==> config.mk <==
export PLATFORM = sky130hd
export DESIGN_NAME = thermistor_window_average_lookup_flat
export DESIGN_NICKNAME = d
export VERILOG_FILES = /design/src/twal_pkg.sv /design/src/twal_sample_if.sv /design/src/twal_result_if.sv /design/src/twal_front.sv /design/src/twal_queue.sv /design/src/twal_back.sv /design/src/thermistor_window_average_lookup.sv /design/src/flat_wrapper.sv
export VERILOG_INCLUDE_DIRS = /design/src /design/src/src
export SDC_FILE = /design/constraint.sdc
export NUM_CORES = 1
export LEC_CHECK = 0
export BUFFER_PORTS_ARGS = -buffer_cell sky130_fd_sc_hd__clkbuf_2
export CELL_PAD_IN_SITES_DETAIL_PLACEMENT = 0
export CELL_PAD_IN_SITES_GLOBAL_PLACEMENT = 1
export CORE_MARGIN = 8
export CORE_UTILIZATION = 56
export DETAILED_ROUTE_END_ITERATION = 10
export HOLD_SLACK_MARGIN = 0.1
export PLACE_DENSITY_LB_ADDON = 0.1
export SLEW_MARGIN = 20
export SYNTH_ARGS = -nofsm -noshare
export SYNTH_HDL_FRONTEND = slang
export SYNTH_SLANG_ARGS = --single-unit
==> constraint.sdc <==
create_clock -name clk_i -period 23.6 [get_ports clk_i]
set_clock_uncertainty 0.15 [all_clocks]
set_input_delay 7.08 -clock clk_i [delete_from_list [all_inputs] [get_ports clk_i]]
set_output_delay 7.08 -clock clk_i [all_outputs]
set_load 0.03 [all_outputs]
==> src/assert_macros.svh <==
// assertion macros for the thermistor window average lookup
// clocked on clk_i with reset rst_ni of the including module
`ifndef ASSERT_MACROS_SVH
`define ASSERT_MACROS_SVH

// checked only while out of reset
`define TWAL_ASSERT(label, prop, msg) \
  label: assert property (@(posedge clk_i) disable iff (!rst_ni) (prop)) else $error(msg);

// checked at every edge, reset included
`define TWAL_ASSERT_NR(label, prop, msg) \
  label: assert property (@(posedge clk_i) (prop)) else $error(msg);

`endif

==> src/twal_pkg.sv <==
// shared constants, lookup thresholds and types of the thermistor lookup
// no dependencies
`timescale 1ns / 1ps

package twal_pkg;

  localparam int unsigned WINDOW_DEF      = 10;
  localparam int unsigned SAMPLE_BITS_DEF = 12;
  localparam int unsigned QUEUE_DEPTH     = 2;

  localparam int unsigned TABLE_LEN   = 19;
  localparam int unsigned POS_BITS    = 5;
  localparam int unsigned TEMP_BITS   = 7;
  localparam int unsigned STATUS_BITS = 2;
  localparam int unsigned TEMP_STEP   = 5;
  localparam int unsigned THRESH_BITS = 10;

  // smallest mean that puts the coefficient at or below each ratio entry,
  // i.e. ceil(32652 / ratio_q8) for the descending q8.8 ratio table
  localparam logic [THRESH_BITS-1:0] THRESH [TABLE_LEN] = '{
    10'd17,  10'd21,  10'd27,  10'd35,  10'd44,  10'd55,  10'd69,
    10'd85,  10'd105, 10'd128, 10'd156, 10'd188, 10'd229, 10'd273,
    10'd327, 10'd389, 10'd454, 10'd554, 10'd641
  };

  localparam logic [TEMP_BITS-1:0] TEMP_MAX = TEMP_BITS'((TABLE_LEN - 1) * TEMP_STEP);

  typedef enum logic [STATUS_BITS-1:0] {
    RANGE_IN   = 2'd0,
    RANGE_LOW  = 2'd1,
    RANGE_HIGH = 2'd2
  } range_status_e;

endpackage

==> src/twal_sample_if.sv <==
// sample channel: valid, ready and one adc sample
// depends on twal_pkg
`timescale 1ns / 1ps

interface twal_sample_if import twal_pkg::*; #(
  parameter int unsigned SAMPLE_BITS = SAMPLE_BITS_DEF
) ();
  logic                   valid;
  logic                   ready;
  logic [SAMPLE_BITS-1:0] sample;

  modport source (output valid, output sample, input ready);
  modport sink   (input valid, input sample, output ready);
endinterface

==> src/twal_result_if.sv <==
// result channel: valid, ready, window mean, temperature and range status
// depends on twal_pkg
`timescale 1ns / 1ps

interface twal_result_if import twal_pkg::*; #(
  parameter int unsigned SAMPLE_BITS = SAMPLE_BITS_DEF
) ();
  logic                   valid;
  logic                   ready;
  logic [SAMPLE_BITS-1:0] mean_value;
  logic [TEMP_BITS-1:0]   temperature;
  logic [STATUS_BITS-1:0] range_status;

  modport source (output valid, output mean_value, output temperature,
                  output range_status, input ready);
  modport sink   (input valid, input mean_value, input temperature,
                  input range_status, output ready);
endinterface

==> src/twal_front.sv <==
// front end: sample ring and running window total, one sample per cycle while the queue has room
// depends on twal_pkg
`timescale 1ns / 1ps

module twal_front import twal_pkg::*; #(
  parameter int unsigned WINDOW      = WINDOW_DEF,
  parameter int unsigned SAMPLE_BITS = SAMPLE_BITS_DEF,
  localparam int unsigned TOTAL_BITS = SAMPLE_BITS + $clog2(WINDOW)
) (
  input  logic                   clk_i,
  input  logic                   rst_ni,
  input  logic                   smp_valid_i,
  output logic                   smp_ready_o,
  input  logic [SAMPLE_BITS-1:0] smp_i,
  output logic                   total_valid_o,
  input  logic                   total_ready_i,
  output logic [TOTAL_BITS-1:0]  total_o
);

  localparam int unsigned SLOT_BITS = $clog2(WINDOW);

  logic [SAMPLE_BITS-1:0] ring_q [WINDOW];
  logic [SLOT_BITS-1:0]   slot_q, slot_d;
  logic [TOTAL_BITS-1:0]  total_q, total_d;
  logic                   accept;

  assign accept        = smp_valid_i && total_ready_i;
  assign smp_ready_o   = total_ready_i;
  assign total_valid_o = smp_valid_i;

  // drop the oldest sample, add the new one
  assign total_d = total_q - TOTAL_BITS'(ring_q[slot_q]) + TOTAL_BITS'(smp_i);
  assign total_o = total_d;

  // wrapping write slot
  assign slot_d = (slot_q == SLOT_BITS'(WINDOW - 1)) ? '0 : slot_q + 1'b1;

  always_ff @(posedge clk_i or negedge rst_ni) begin
    if (!rst_ni) begin
      for (int i = 0; i < WINDOW; i++) begin
        ring_q[i] <= '0;
      end
      slot_q  <= '0;
      total_q <= '0;
    end else if (accept) begin
      ring_q[slot_q] <= smp_i;
      slot_q         <= slot_d;
      total_q        <= total_d;
    end
  end

endmodule

==> src/twal_queue.sv <==
// short queue of window totals between front and back end
// depends on twal_pkg
`timescale 1ns / 1ps

module twal_queue import twal_pkg::*; #(
  parameter int unsigned WIDTH = 16,
  parameter int unsigned DEPTH = QUEUE_DEPTH
) (
  input  logic             clk_i,
  input  logic             rst_ni,
  input  logic             push_valid_i,
  output logic             push_ready_o,
  input  logic [WIDTH-1:0] push_data_i,
  output logic             pop_valid_o,
  input  logic             pop_ready_i,
  output logic [WIDTH-1:0] pop_data_o
);

  localparam int unsigned PTR_BITS = (DEPTH > 1) ? $clog2(DEPTH) : 1;
  localparam int unsigned CNT_BITS = $clog2(DEPTH + 1);

  logic [WIDTH-1:0]    mem_q [DEPTH];
  logic [PTR_BITS-1:0] wr_ptr_q, rd_ptr_q;
  logic [CNT_BITS-1:0] count_q;
  logic                push, pop;

  assign push_ready_o = (count_q != CNT_BITS'(DEPTH));
  assign pop_valid_o  = (count_q != '0);
  assign pop_data_o   = mem_q[rd_ptr_q];
  assign push         = push_valid_i && push_ready_o;
  assign pop          = pop_valid_o && pop_ready_i;

  // storage, no reset needed
  always_ff @(posedge clk_i) begin
    if (push) begin
      mem_q[wr_ptr_q] <= push_data_i;
    end
  end

  // pointers and fill level
  always_ff @(posedge clk_i or negedge rst_ni) begin
    if (!rst_ni) begin
      wr_ptr_q <= '0;
      rd_ptr_q <= '0;
      count_q  <= '0;
    end else begin
      if (push) begin
        wr_ptr_q <= (wr_ptr_q == PTR_BITS'(DEPTH - 1)) ? '0 : wr_ptr_q + 1'b1;
      end
      if (pop) begin
        rd_ptr_q <= (rd_ptr_q == PTR_BITS'(DEPTH - 1)) ? '0 : rd_ptr_q + 1'b1;
      end
      if (push && !pop) begin
        count_q <= count_q + 1'b1;
      end else if (pop && !push) begin
        count_q <= count_q - 1'b1;
      end
    end
  end

endmodule

==> src/twal_back.sv <==
// back end: mean by reciprocal multiply, table classification, output register
// depends on twal_pkg
`timescale 1ns / 1ps

module twal_back import twal_pkg::*; #(
  parameter int unsigned WINDOW      = WINDOW_DEF,
  parameter int unsigned SAMPLE_BITS = SAMPLE_BITS_DEF,
  localparam int unsigned TOTAL_BITS = SAMPLE_BITS + $clog2(WINDOW)
) (
  input  logic                   clk_i,
  input  logic                   rst_ni,
  input  logic                   total_valid_i,
  output logic                   total_ready_o,
  input  logic [TOTAL_BITS-1:0]  total_i,
  output logic                   res_valid_o,
  input  logic                   res_ready_i,
  output logic [SAMPLE_BITS-1:0] mean_o,
  output logic [TEMP_BITS-1:0]   temp_o,
  output logic [STATUS_BITS-1:0] status_o
);

  localparam int unsigned PROD_BITS = 2 * TOTAL_BITS;
  localparam int unsigned CMP_BITS  = (SAMPLE_BITS > THRESH_BITS) ? SAMPLE_BITS : THRESH_BITS;
  // floor(2^TOTAL_BITS / WINDOW): quotient estimate is low by at most one
  localparam logic [TOTAL_BITS-1:0] RECIP = TOTAL_BITS'((64'd1 << TOTAL_BITS) / WINDOW);

  logic                   s1_valid_q, s2_valid_q, s3_valid_q;
  logic                   s1_ready, s2_ready, s3_ready;
  logic [PROD_BITS-1:0]   s1_prod_q;
  logic [TOTAL_BITS-1:0]  s1_total_q;
  logic [SAMPLE_BITS-1:0] s2_mean_q, s3_mean_q;
  logic [TEMP_BITS-1:0]   s3_temp_q;
  range_status_e          s3_status_q;

  logic [SAMPLE_BITS-1:0] quot_est, mean_d;
  logic [TOTAL_BITS-1:0]  rem;
  logic [TABLE_LEN-1:0]   hit;
  logic [POS_BITS-1:0]    pos;
  logic [TEMP_BITS-1:0]   temp_d;
  range_status_e          status_d;

  // stage handshake: a stage takes new data when empty or draining
  assign s3_ready      = !s3_valid_q || res_ready_i;
  assign s2_ready      = !s2_valid_q || s3_ready;
  assign s1_ready      = !s1_valid_q || s2_ready;
  assign total_ready_o = s1_ready;

  // stage 2: quotient estimate and one-step correction
  assign quot_est = s1_prod_q[TOTAL_BITS +: SAMPLE_BITS];
  assign rem      = s1_total_q - TOTAL_BITS'(quot_est) * TOTAL_BITS'(WINDOW);
  assign mean_d   = (rem >= TOTAL_BITS'(WINDOW)) ? quot_est + 1'b1 : quot_est;

  // stage 3: threshold compares give the table position
  always_comb begin
    for (int i = 0; i < TABLE_LEN; i++) begin
      hit[i] = (CMP_BITS'(s2_mean_q) >= CMP_BITS'(THRESH[i]));
    end
  end
  assign pos = POS_BITS'($countones(hit));

  always_comb begin
    if (pos == '0) begin
      temp_d   = '0;
      status_d = RANGE_LOW;
    end else if (pos >= POS_BITS'(TABLE_LEN)) begin
      temp_d   = TEMP_MAX;
      status_d = RANGE_HIGH;
    end else begin
      temp_d   = (TEMP_BITS'(pos) - 1'b1) * TEMP_BITS'(TEMP_STEP);
      status_d = RANGE_IN;
    end
  end

  // valid bits
  always_ff @(posedge clk_i or negedge rst_ni) begin
    if (!rst_ni) begin
      s1_valid_q <= 1'b0;
      s2_valid_q <= 1'b0;
      s3_valid_q <= 1'b0;
    end else begin
      if (s1_ready) s1_valid_q <= total_valid_i;
      if (s2_ready) s2_valid_q <= s1_valid_q;
      if (s3_ready) s3_valid_q <= s2_valid_q;
    end
  end

  // payload registers
  always_ff @(posedge clk_i) begin
    if (s1_ready && total_valid_i) begin
      s1_prod_q  <= PROD_BITS'(total_i) * PROD_BITS'(RECIP);
      s1_total_q <= total_i;
    end
    if (s2_ready && s1_valid_q) begin
      s2_mean_q <= mean_d;
    end
    if (s3_ready && s2_valid_q) begin
      s3_mean_q   <= s2_mean_q;
      s3_temp_q   <= temp_d;
      s3_status_q <= status_d;
    end
  end

  assign res_valid_o = s3_valid_q;
  assign mean_o      = s3_mean_q;
  assign temp_o      = s3_temp_q;
  assign status_o    = s3_status_q;

endmodule

==> src/thermistor_window_average_lookup.sv <==
// Thermistor window average and table lookup.
// Input channel sample_i carries one ADC sample of the thermistor divider per
// transaction; output channel result_o returns, for each sample, the mean of
// the last WINDOW samples, the temperature in 5 degree steps and a range
// status (in table, below the first entry, past the last entry).
// Every accepted sample gives exactly one result, in order.
// Throughput: one transaction per cycle while the receiver does not stall; the
// front end updates the sample ring and running total for each accepted
// sample, which sets that rate. A result passes through the queue, the
// multiply stage, the mean correction stage and the output register.
// Reset clears the ring, the running total, the write slot, the queue and
// all pipeline stages at once; no clearing pass is needed.
// When the receiver stalls, the back-end stages fill, then the two-entry
// queue, and only then sample_i.ready drops; nothing is lost or repeated.
// depends on twal_pkg, twal_sample_if, twal_result_if, twal_front,
// twal_queue, twal_back, assert_macros.svh
`timescale 1ns / 1ps
`include "assert_macros.svh"

module thermistor_window_average_lookup import twal_pkg::*; #(
  parameter int unsigned WINDOW      = WINDOW_DEF,
  parameter int unsigned SAMPLE_BITS = SAMPLE_BITS_DEF
) (
  input  logic          clk_i,
  input  logic          rst_ni,
  twal_sample_if.sink   sample_i,
  twal_result_if.source result_o
);

  localparam int unsigned TOTAL_BITS = SAMPLE_BITS + $clog2(WINDOW);

  logic                  push_valid, push_ready;
  logic [TOTAL_BITS-1:0] push_total;
  logic                  pop_valid, pop_ready;
  logic [TOTAL_BITS-1:0] pop_total;

  // ring update and running total
  twal_front #(
    .WINDOW      (WINDOW),
    .SAMPLE_BITS (SAMPLE_BITS)
  ) u_front (
    .clk_i         (clk_i),
    .rst_ni        (rst_ni),
    .smp_valid_i   (sample_i.valid),
    .smp_ready_o   (sample_i.ready),
    .smp_i         (sample_i.sample),
    .total_valid_o (push_valid),
    .total_ready_i (push_ready),
    .total_o       (push_total)
  );

  // decoupling queue
  twal_queue #(
    .WIDTH (TOTAL_BITS),
    .DEPTH (QUEUE_DEPTH)
  ) u_queue (
    .clk_i        (clk_i),
    .rst_ni       (rst_ni),
    .push_valid_i (push_valid),
    .push_ready_o (push_ready),
    .push_data_i  (push_total),
    .pop_valid_o  (pop_valid),
    .pop_ready_i  (pop_ready),
    .pop_data_o   (pop_total)
  );

  // mean and temperature lookup
  twal_back #(
    .WINDOW      (WINDOW),
    .SAMPLE_BITS (SAMPLE_BITS)
  ) u_back (
    .clk_i         (clk_i),
    .rst_ni        (rst_ni),
    .total_valid_i (pop_valid),
    .total_ready_o (pop_ready),
    .total_i       (pop_total),
    .res_valid_o   (result_o.valid),
    .res_ready_i   (result_o.ready),
    .mean_o        (result_o.mean_value),
    .temp_o        (result_o.temperature),
    .status_o      (result_o.range_status)
  );

  // checks on the lookup result
  `TWAL_ASSERT_NR(a_no_result_in_reset, !rst_ni |-> !result_o.valid, "result valid during reset")
  `TWAL_ASSERT(a_low_range, result_o.valid && (result_o.range_status == RANGE_LOW) |-> (result_o.temperature == '0) && (32'(result_o.mean_value) < 32'(THRESH[0])), "low range with wrong temperature or mean")
  `TWAL_ASSERT(a_high_range, result_o.valid && (result_o.range_status == RANGE_HIGH) |-> (result_o.temperature == TEMP_MAX) && (32'(result_o.mean_value) >= 32'(THRESH[TABLE_LEN-1])), "high range with wrong temperature or mean")
  `TWAL_ASSERT(a_in_range, result_o.valid && (result_o.range_status == RANGE_IN) |-> (result_o.temperature < TEMP_MAX) && (32'(result_o.mean_value) >= 32'(THRESH[0])), "in-range result out of bounds")

endmodule
==> src/flat_wrapper.sv <==
// flat-port wrapper written by rule: the top's interface ports become plain ports
module thermistor_window_average_lookup_flat import twal_pkg::*;
#(
  parameter int unsigned WINDOW      = WINDOW_DEF,
  parameter int unsigned SAMPLE_BITS = SAMPLE_BITS_DEF
)
  (clk_i, rst_ni, sample_i_valid, sample_i_sample, sample_i_ready, result_o_valid, result_o_mean_value, result_o_temperature, result_o_range_status, result_o_ready);
  twal_sample_if #(.SAMPLE_BITS(SAMPLE_BITS)) sample_i_i ();
  twal_result_if #(.SAMPLE_BITS(SAMPLE_BITS)) result_o_i ();
  input  logic clk_i;
  input  logic rst_ni;
  input wire logic [$bits(sample_i_i.valid)-1:0] sample_i_valid;
  input wire logic [$bits(sample_i_i.sample)-1:0] sample_i_sample;
  output wire logic [$bits(sample_i_i.ready)-1:0] sample_i_ready;
  output wire logic [$bits(result_o_i.valid)-1:0] result_o_valid;
  output wire logic [$bits(result_o_i.mean_value)-1:0] result_o_mean_value;
  output wire logic [$bits(result_o_i.temperature)-1:0] result_o_temperature;
  output wire logic [$bits(result_o_i.range_status)-1:0] result_o_range_status;
  input wire logic [$bits(result_o_i.ready)-1:0] result_o_ready;
  assign sample_i_i.valid = sample_i_valid;
  assign sample_i_i.sample = sample_i_sample;
  assign sample_i_ready = sample_i_i.ready;
  assign result_o_valid = result_o_i.valid;
  assign result_o_mean_value = result_o_i.mean_value;
  assign result_o_temperature = result_o_i.temperature;
  assign result_o_range_status = result_o_i.range_status;
  assign result_o_i.ready = result_o_ready;
  thermistor_window_average_lookup #(.WINDOW(WINDOW), .SAMPLE_BITS(SAMPLE_BITS)) u_core (.clk_i(clk_i), .rst_ni(rst_ni), .sample_i(sample_i_i), .result_o(result_o_i));
endmodule
==> metrics <==
status completed; period utilisation layout 0.426; drt via density 5.56; first-pass GRT wire length 56.7 mm; asr flop ratio synth 0.615; Least-Margin Pin Slew 1.02 ns; fraction of layout cells with a size suffix above 1 0.141; Synth Area in Simple Gates 0.0852; Crit path required time 23.73 ns; CTS-repair resized insts 0; Placer Congestion 0.854; commonest non-fill, non-tap cells in the layout 191 x inv_1, 165 x ha_1, 146 x dfrtp_1; Slew Viols, Final 0; Routed Antenna Nets 0; Synth warnings 0; Syn Nets 1733; # clock sinks 239; CP max-delay cell or4_1; crit start category input pin; Seq/Total Area, Yosys 0.396; Area Overhead vs Synth 9.81%; Final Hold Viols 0; Tot GR Track Use 0.197; First-pass DRT Iterations 5; setup violators final 0; TritonCTS clock tree done; H-tree levels 1; maximum clock frequency 99.4 MHz; Initial Util 0.568; antenna violations before repair 0; Max transition margin 0.319; Top FF cell, synth dfrtp_1; die area 34700 um2; post-synthesis mux area share 0.0923; die width 186 um; fin nets 1772; min cycle time layout 10.06 ns; Residual DRC 0; Post-Synth XOR/XNOR Area 0.0296; reg-to-reg endpoint u_core.u_back.temp_o[6]; CP Launch Point sample_i_sample[2]; FF-to-FF path depth 27; Worst EP arrival 10.18 ns; io pins 39; Critical R2R Launch u_core.u_back.s2_mean_q[2]; crit path setup slack, layout 13.54 ns; compound-gate portion of the synthesized area 0.109; setup bufs post-CTS 0; clock root cell clkbuf_16; RSZ-0062 raised after global routing no; setup slack, reg-to-reg 15.62 ns; clock tree buffer depth 3; IO buf count 38; Critical Path Max Stage Delay 0.60 ns; average cell area after synthesis 11.1 um2; Yosys cell types 68; vias in the first global route 11032; 1st-iter DRT viols 615; CP endpoint kind register; number of placement rows 62; most common cell after layout, fill and taps aside inv_1; # diodes 0; Mapped Area 16200 um2; Hold WC Path Type reg2reg; grt ovf 0; Mapped Cells 1467; clock latency on the worst-skew pair 0.53 ns; Yosys reg bits 239; critical path type in2reg; WL/cell 17.4 um; max_cap viols 0; post-route cell area 17800 um2; number of flops mapped to enable cells by yosys 92; pre-CTS setup slack 13.04 ns; Fin Setup TNS 0 ns; Reg clk slew, reported paths 0.06 ns; hold_buf cts 0; CP endpoint u_core.u_queue.mem_q[1][14]; Die Ht 186 um; dpl hpwl 24.7 mm; vias after detailed routing 10620; Cell Area, Placed 16900 um2; combinational family with the most area after synthesis adder cells; Synth Area in Adders 0.232; crit path cell chain clkbuf_2 > inv_1 > fa_1 > inv_1 > ha_1 > nor2b_1 > o21ai_0 > a21boi_0 > o21ai_0 > a211oi_1 > or4_1 > a31oi_1 > xnor2_1; Max FO, Critical Path 7; clock buffer count from CTS 28; Routed WL 33.3 mm; largest net degree at the start of global routing 80; CORE AREA 28600 um2; final core occ 0.623
synthesized netlist by cell type (28+ instances only):
cell / count / area share
a21oi_1: 42 / 0.013
clkbuf_1: 36 / 0.0083
dfrtp_1: 147 / 0.23
edfxtp_1: 92 / 0.17
fa_1: 85 / 0.10
ha_1: 165 / 0.13
inv_1: 191 / 0.044
mux2_2: 71 / 0.049
nand2_1: 127 / 0.029
nand3_1: 28 / 0.0086
nor2_1: 43 / 0.0099
o21ai_0: 125 / 0.039
xnor2_1: 30 / 0.016
through the flow:
step	hold slack (ns)	std cells
after global placement	0.307	1859
after floorplan	0.274	1467
after global routing	0.349	1909
after CTS	0.325	1908
final	0.320	1909
after detailed placement	0.311	1859
logic make-up (layout without fill, tap and decap cells):
family | after synthesis | in the layout
simple gates | 294 | 294
xor+xnor | 55 | 55
mux | 111 | 111
fa+ha+maj | 250 | 250
buf+inv | 238 | 296
compound gates | 280 | 280
flops | 239 | 239
worst min path at each step:
stage / to / startpoint / depth (start not counted) / slack, ns
finish: u_core.u_back.res_valid_o / u_core.u_back.s2_valid_q / 2 / 0.32
global route: u_core.u_back.res_valid_o / u_core.u_back.s2_valid_q / 2 / 0.35
CTS: u_core.u_back.res_valid_o / u_core.u_back.s2_valid_q / 2 / 0.32
detailed placement: u_core.u_back.res_valid_o / u_core.u_back.s2_valid_q / 2 / 0.31
global placement: u_core.u_front.ring_q[66] / u_core.u_front.ring_q[66] / 2 / 0.31
floorplan: u_core.u_back.mean_o[2] / u_core.u_back.s2_mean_q[2] / 0 / 0.27
cell type report:
type	count	area, um2
Sequential cell	239	6440
Timing Repair Buffer	55	344
Tap cell	384	480
Multi-Input combinational cell	990	8930
Fill cell	2372	10800
Clock inverter	8	66.3
Clock buffer	41	853
Inverter	192	721
per-layer routing:
metal,global-route usage,vias to the layer above,wire [um]
met3,0.0229,40,1080
met4,0.0437,0,579
met5,0,-,0
li1,-,5205,-
met1,0.276,5207,16000
met2,0.325,168,15700
sequential cells by signal, indices dropped and copies added (netlist names):
name	count
u_core.u_back.s1_valid_q	1
u_core.u_back.temp_o	7
u_core.u_queue.rd_ptr_q	1
u_core.u_back.status_o	2
u_core.u_back.s2_mean_q	12
u_core.u_back.s2_valid_q	1
u_core.u_queue.wr_ptr_q	1
u_core.u_front.slot_q	4
u_core.u_queue.count_q	2
u_core.u_back.s1_prod_q	12
u_core.u_back.mean_o	12
u_core.u_back.s1_total_q	15
u_core.u_front.ring_q	120
u_core.u_front.total_q	16
u_core.u_back.res_valid_o	1
u_core.u_queue.mem_q	32
worst max-delay path: cells and delay by family:
kind	cells	cell delay, ns
adders and majority gates	2	0.89
buffers and inverters	3	0.29
xor gates and xnor gates	1	0.10
and+or+nand+nor	2	0.75
AOI/OAI and AO/OA	5	1.09
Power is left out: the tool's default activity adds up to more than one toggle a clock period on the data nets, which glitch-free logic cannot reach.
